File: src/rtl/v3alu_pkg.sv
// v3alu_pkg: opcodes and the opcode field width of the vector ALU.
// No dependencies; every other file of the block imports it.
`timescale 1ns / 1ps
`default_nettype none

package v3alu_pkg;

  localparam int OP_W = 4;

  localparam logic [OP_W-1:0] OP_ADD   = 4'd0;
  localparam logic [OP_W-1:0] OP_SUB   = 4'd1;
  localparam logic [OP_W-1:0] OP_SCALE = 4'd2;
  localparam logic [OP_W-1:0] OP_DIV   = 4'd3;
  localparam logic [OP_W-1:0] OP_NEG   = 4'd4;
  localparam logic [OP_W-1:0] OP_DOT   = 4'd5;
  localparam logic [OP_W-1:0] OP_CROSS = 4'd6;
  localparam logic [OP_W-1:0] OP_MAG2  = 4'd7;
  localparam logic [OP_W-1:0] OP_MAG   = 4'd8;
  localparam logic [OP_W-1:0] OP_NORM  = 4'd9;

endpackage

`default_nettype wire

File: src/rtl/v3alu_sqrt.sv
// v3alu_sqrt: floor square root, one root bit per pipeline stage, with sideband.
// Depends on v3alu_pkg (imported for consistency; no opcodes used).
`timescale 1ns / 1ps
`default_nettype none

module v3alu_sqrt import v3alu_pkg::*; #(
  parameter int W   = 32,
  parameter int SBW = 8
) (
  input  wire logic             clk,
  input  wire logic             rst_n,
  input  wire logic             en,
  input  wire logic             vin,
  input  wire logic [2*W-1:0]   n_in,
  input  wire logic [SBW-1:0]   sb_in,
  output logic                  vout,
  output logic [W-1:0]          root_out,
  output logic [SBW-1:0]        sb_out
);

  logic             v_r    [W];
  logic [2*W-1:0]   rem_r  [W];
  logic [W-1:0]     root_r [W];
  logic [SBW-1:0]   sb_r   [W];

  for (genvar k = 0; k < W; k++) begin : g_stg
    localparam int B = W - 1 - k;
    logic             v_prev;
    logic [2*W-1:0]   rem_prev;
    logic [W-1:0]     root_prev;
    logic [SBW-1:0]   sb_prev;
    logic [2*W:0]     trial;
    logic             ge;
    logic [2*W-1:0]   rem_nxt;
    logic [W-1:0]     root_nxt;

    if (k == 0) begin : g_first
      assign v_prev    = vin;
      assign rem_prev  = n_in;
      assign root_prev = '0;
      assign sb_prev   = sb_in;
    end else begin : g_next
      assign v_prev    = v_r[k-1];
      assign rem_prev  = rem_r[k-1];
      assign root_prev = root_r[k-1];
      assign sb_prev   = sb_r[k-1];
    end

    always_comb begin
      trial    = ((2*W+1)'(root_prev) << (B + 1)) + ((2*W+1)'(1) << (2 * B));
      ge       = {1'b0, rem_prev} >= trial;
      rem_nxt  = ge ? (rem_prev - trial[2*W-1:0]) : rem_prev;
      root_nxt = root_prev | ({{(W-1){1'b0}}, ge} << B);
    end

    always_ff @(posedge clk) begin
      if (!rst_n) begin
        v_r[k] <= 1'b0;
      end else if (en) begin
        v_r[k] <= v_prev;
      end
    end

    always_ff @(posedge clk) begin
      if (en) begin
        rem_r[k]  <= rem_nxt;
        root_r[k] <= root_nxt;
        sb_r[k]   <= sb_prev;
      end
    end
  end

  assign vout     = v_r[W-1];
  assign root_out = root_r[W-1];
  assign sb_out   = sb_r[W-1];

endmodule

`default_nettype wire

File: config.mk
export PLATFORM = sky130hd
export DESIGN_NAME = v3alu_sqrt
export DESIGN_NICKNAME = d
export VERILOG_FILES = /design/src/rtl/v3alu_pkg.sv /design/src/rtl/v3alu_sqrt.sv
export SDC_FILE = /design/constraint.sdc
export NUM_CORES = 2
export LEC_CHECK = 0
export ABC_AREA = 0
export BUFFER_PORTS_ARGS = -buffer_cell sky130_fd_sc_hd__buf_2
export CORE_AREA = 5 5 470 472
export DETAILED_ROUTE_END_ITERATION = 10
export DIE_AREA = 0 0 475 477
export PLACE_DENSITY = 0.74
export SLEW_MARGIN = 10
export SYNTH_ARGS = -nofsm -noshare
export SYNTH_HDL_FRONTEND = slang
export SYNTH_SLANG_ARGS = --single-unit
File: constraint.sdc
create_clock -name clk -period 5.7 [get_ports clk]
set_clock_uncertainty 0.15 [all_clocks]
set_input_delay 0.57 -clock clk [delete_from_list [all_inputs] [get_ports clk]]
set_output_delay 0.57 -clock clk [all_outputs]
set_load 0.02 [all_outputs]
* Word-level counts from Yosys, hierarchy flattened
Memories as Yosys holds them, arrays and structs flattened. Index checks and enable logic that the tools add are counted.
Word-level totals: bits in registers 0, RAM bits 3360, input bits 76, output and inout bits 41, logic and storage cells 231, memories 4
Cells by class: $add $sub $neg 63, magnitude comparators 32, mux-type cells 69, bitwise gates (word level) 63
Memories:
- rem_r | words 32, width 64, rd ports 31, clocked after Yosys merged registers in 0, wr ports 32, line v3alu_sqrt.sv:22 | logic [2*W-1:0] rem_r [W];
- root_r | words 32, width 32, rd ports 32, clocked after Yosys merged registers in 0, wr ports 32, line v3alu_sqrt.sv:23 | logic [W-1:0] root_r [W];
- sb_r | words 32, width 8, rd ports 32, clocked after Yosys merged registers in 0, wr ports 32, line v3alu_sqrt.sv:24 | logic [SBW-1:0] sb_r [W];
- v_r | words 32, width 1, rd ports 32, clocked after Yosys merged registers in 0, wr ports 32, line v3alu_sqrt.sv:21 | logic v_r [W];
Operators by type and width (count):
- 2-to-1 mux 64 bit | 32
- adder 63 x 61 -> 64 bit, second input constant | 1
- greater-or-equal comparator 64 x 34 -> 1 bit | 1
- greater-or-equal comparator 64 x 35 -> 1 bit | 1
- greater-or-equal comparator 64 x 36 -> 1 bit | 1
- greater-or-equal comparator 64 x 37 -> 1 bit | 1
- greater-or-equal comparator 64 x 38 -> 1 bit | 1
- greater-or-equal comparator 64 x 39 -> 1 bit | 1
- greater-or-equal comparator 64 x 40 -> 1 bit | 1
- greater-or-equal comparator 64 x 41 -> 1 bit | 1
- greater-or-equal comparator 64 x 42 -> 1 bit | 1
- greater-or-equal comparator 64 x 43 -> 1 bit | 1
- greater-or-equal comparator 64 x 44 -> 1 bit | 1
- greater-or-equal comparator 64 x 45 -> 1 bit | 1
- greater-or-equal comparator 64 x 46 -> 1 bit | 1
- greater-or-equal comparator 64 x 47 -> 1 bit | 1
- greater-or-equal comparator 64 x 48 -> 1 bit | 1
- greater-or-equal comparator 64 x 49 -> 1 bit | 1
- greater-or-equal comparator 64 x 50 -> 1 bit | 1
- greater-or-equal comparator 64 x 51 -> 1 bit | 1
- greater-or-equal comparator 64 x 52 -> 1 bit | 1
- greater-or-equal comparator 64 x 53 -> 1 bit | 1
- greater-or-equal comparator 64 x 54 -> 1 bit | 1
- greater-or-equal comparator 64 x 55 -> 1 bit | 1
- 105 further kinds | 172

* Logic depth before layout (Yosys ltp)
depth after elaboration 4, gate-level depth with buffers 15, depth with buffers taken out 13

* Least setup slack after synthesis
No wires, ideal clock.
kind register -> register, from mem rem_r[1][176] (netlist bit), to mem rem_r[1][227] (netlist bit), data pin, library setup time 0.260 ns, data arrival time 3.271 ns, data required time 5.290 ns, setup slack 2.019 ns, cell stages (with the launch flop) 12, buffers on the path 2, period minus slack after synthesis 3.681 ns, cell sequence edfxtp_1 > or3_4 > or3_4 > or3_4 > or4_4 > or3_1 > nor4_1 > nor2b_1 > buf_4 > inv_2 > buf_6 > mux2_4
RTL lines (line):
- start, declared | v3alu_sqrt.sv:22

==> qor.yml <==
pwr:
  vdd_drop_max_v: 0.0003527
  power_w: 0.05857
  powerDensity_nw_per_um2: 408.5
  p_leak_nw: 53.91
placed_design:
  place_ws_ns: 1.147
  place.gp.congestion: 0.9645
  dpl.hpwl_um: 239800
  numPortBuffers: 116
worst_setup_path:
  cp_cell_sequence: "ha_1 > nand4_1 > nor3_1 > nand2_1 > o21ai_0 > nor3_1 > o21a_1 > o2111a_1 > inv_2 > o21ai_1 > nor4_1 > xor2_1"
  critPathBufInv: 1
  endpoint_kind: "flop"
  crit_required_ns: 6.20
  cp_max_fo: 28
  critical_path_class: "reg2reg"
  cp.arrival_ns: 5.13
  crit_start: "rem_r[1][479]"
  rr_startpoint: "rem_r[1][479]"
  crit_path_top_delay_cell: "inv_2"
  cp-start-kind: "flop"
  max_stage_delay_ns: 0.52
  crit_family: "simple AND/OR/NAND/NOR gates"
  cpMostUsedCell: "nor3_1"
outcome:
  status: "completed"
detailed_routing:
  drcViolationCount: 0
  first_pass_iters: 8
  top_layer_used: "met5"
  first_iter_violations: 8011
  dr_wl_met2_um: 161800
  avgViaCountPerCell: 6.123
  wl_met1_um: 117300
  vias: 81570
  post_drt_wl_per_cell_um: 24.42
  final_antenna_net_count: 0
  wirelength_um: 325300
  wl_met3_um: 23060
min_path:
  hp-class: "in2reg"
  min_from: "n_in[50]"
finish:
  seqCellArea_sq_um: 84070
  num-fill-cells: 15110
  multi_input_area_sq_um: 41580
  finalCoreUtilization_pct: 66.34
  layout.nets: 10870
  syn_to_final_growth_pct: 11.18
  drive_above_1_share_pct: 7.389
synth:
  synth_top_cell_area_share_pct: 65.18
  synth-async-reset-ratio_pct: 0
  synth_area_leader_cell: "edfxtp_1"
  syn_nets: 10500
  ys_warn_count: 0
  synth_seq_cells: 2800
  synthDistinctLibCells: 88
  yosysSeqAreaShare_pct: 65.20
  syn_area_sq_um: 128900
  postSynthAreaPerCell_sq_um: 13.07
  synth_top_flop_cell: "edfxtp_1"
  yosysMostFrequentCell: "edfxtp_1"
  synth_edf_count: 2799
  netlist_instances: 9863
  synth_area_leaders: "edfxtp_1, ha_1, xnor2_1, xor2_1, a21oi_1"
  yosys-top-cells-count: "edfxtp_1, nor2_1, inv_1"
clock_network:
  cts_resized: 0
  clk_pin_slew_ns: 0.06
  post_cts_buffers: 0
  clk_path_buf_depth: 4
  clk_latency_ns: 0.96
  cts_hold_buffers: 76
  clock-sinks: 2800
  cts_tree: "yes"
  numCtsBuffers: 304
  htree_levels: 5
  root_buffer: "clkbuf_16"
sta:
  fmax_mhz: 215.8
  finalSetupTns_ns: 0
  worst_pin_slew_ns: 1.279
  min_period_ns: 4.634
  relSlewSlack_pct: 13.91
  drv_slew: 0
  rsz0062_at_grt: "false"
  fin_ws_ns: 1.066
  setup_viol: 0
  finalCritPeriodShare_pct: 81.30
  fin_hold_ws_ns: 0.1820
  finalHoldViolCount: 0
die:
  start_util_pct: 59.67
  die_w_um: 475
  die_y_um: 477
  core_area_sq_um: 216100
  dieArea_sq_um: 226600
  ios: 117
  rows: 171
grt:
  grt_pass1_vias: 80100
  antenna_found_initial: 13
  gr-total-overflow: 0
  grt_pass1_wl_um: 485600
  grt_usage_pct: 28.35
  grt_max_degree: 177
job:
  max_cap_viol_count: 0
==> sequential cells by signal (all words and copies together) (netlist names) <==
name    cells
rem_r    1984
root_r    528
sb_r      256
v_r        32
==> cells in the final DEF, fill, tap and decap left out, types with 141 or more instances in the layout <==
master,synthesis,routed
a21o_1,211,211
nor2_1,693,693
nor3_1,286,286
edfxtp_1,2799,2799
ha_1,558,558
a21oi_1,672,671
nand4_1,141,141
xor2_1,401,401
clkbuf_16,0,308
nand2_1,534,534
nor4_1,347,346
xnor2_1,480,480
o21ai_0,380,379
inv_1,680,680
nand3_1,176,175
==> worst reg2reg max path: cells and delay by family, from the launching register on <==
| kind | cells | cell delay [ns] |
|---|---|---|
| flops | 1 | 0.40 |
| xor+xnor | 1 | 0.11 |
| simple gates | 5 | 1.40 |
| buf+inv | 1 | 0.52 |
| fa+ha+maj | 1 | 0.43 |
| compound gates | 4 | 1.33 |
==> through the flow <==
| stage | instance area (sq um) | cells |
|---|---|---|
| 2_1_floorplan | 128900 | 9863 |
| 3_3_place_gp | 133100 | 12710 |
| 3_5_place_dp | 133100 | 12710 |
| 4_1_cts | 143300 | 13300 |
| 5_1_grt | 143400 | 13320 |
| 6_report | 143400 | 13320 |
==> kinds of logic (layout without fill, tap and decap cells) <==
kind of cell / Yosys count / after routing / share of synthesized area, %
multiplexers: 108 / 108 / 0.9403
AND/OR/NAND/NOR: 2855 / 2855 / 11.39
AO/OA/AOI/OAI: 1783 / 1783 / 8.488
adder cells (fa/ha/maj): 558 / 558 / 5.414
other: 0 / 20 / 0
XOR/XNOR: 881 / 881 / 5.984
flip-flops: 2800 / 2800 / 65.20
buffers and inverters: 878 / 1463 / 2.587
==> worst paths after layout <==
kind | end | slack [ns] | cells after the start
worst min-delay path | rem_r[0][50] | 0.18 | 2
worst max-delay path | rem_r[1][570] | 1.07 | 12
worst max register to register | rem_r[1][570] | 1.07 | 12
worst min register to register | sb_r[7][12] | 0.25 | 0
==> cell type report <==
cell class,instances,area share [%]
flip-flops and latches,2800,58.64
multi-input cells,6185,29.01
inverters,683,1.788
well taps,2854,2.491
diodes,20,0.03491
clock buffers,359,5.517
clock inverters,155,1.040
repair buffers,266,1.482
==> report_power, final <==
part | internal (W) | total, W | switching (W)
logic | 0.00465 | 0.0115 | 0.00687
clock network | 0.0111 | 0.0189 | 0.00774
registers | 0.0259 | 0.0282 | 0.00225
==> layer usage <==
layer,track usage (%),up-vias
met4,16.87,8
met2,48.68,3415
li1,-,37780
met1,32.98,39570
met5,0,-
met3,5.640,808
No activity file was read; power rests on OpenSTA's default activity.
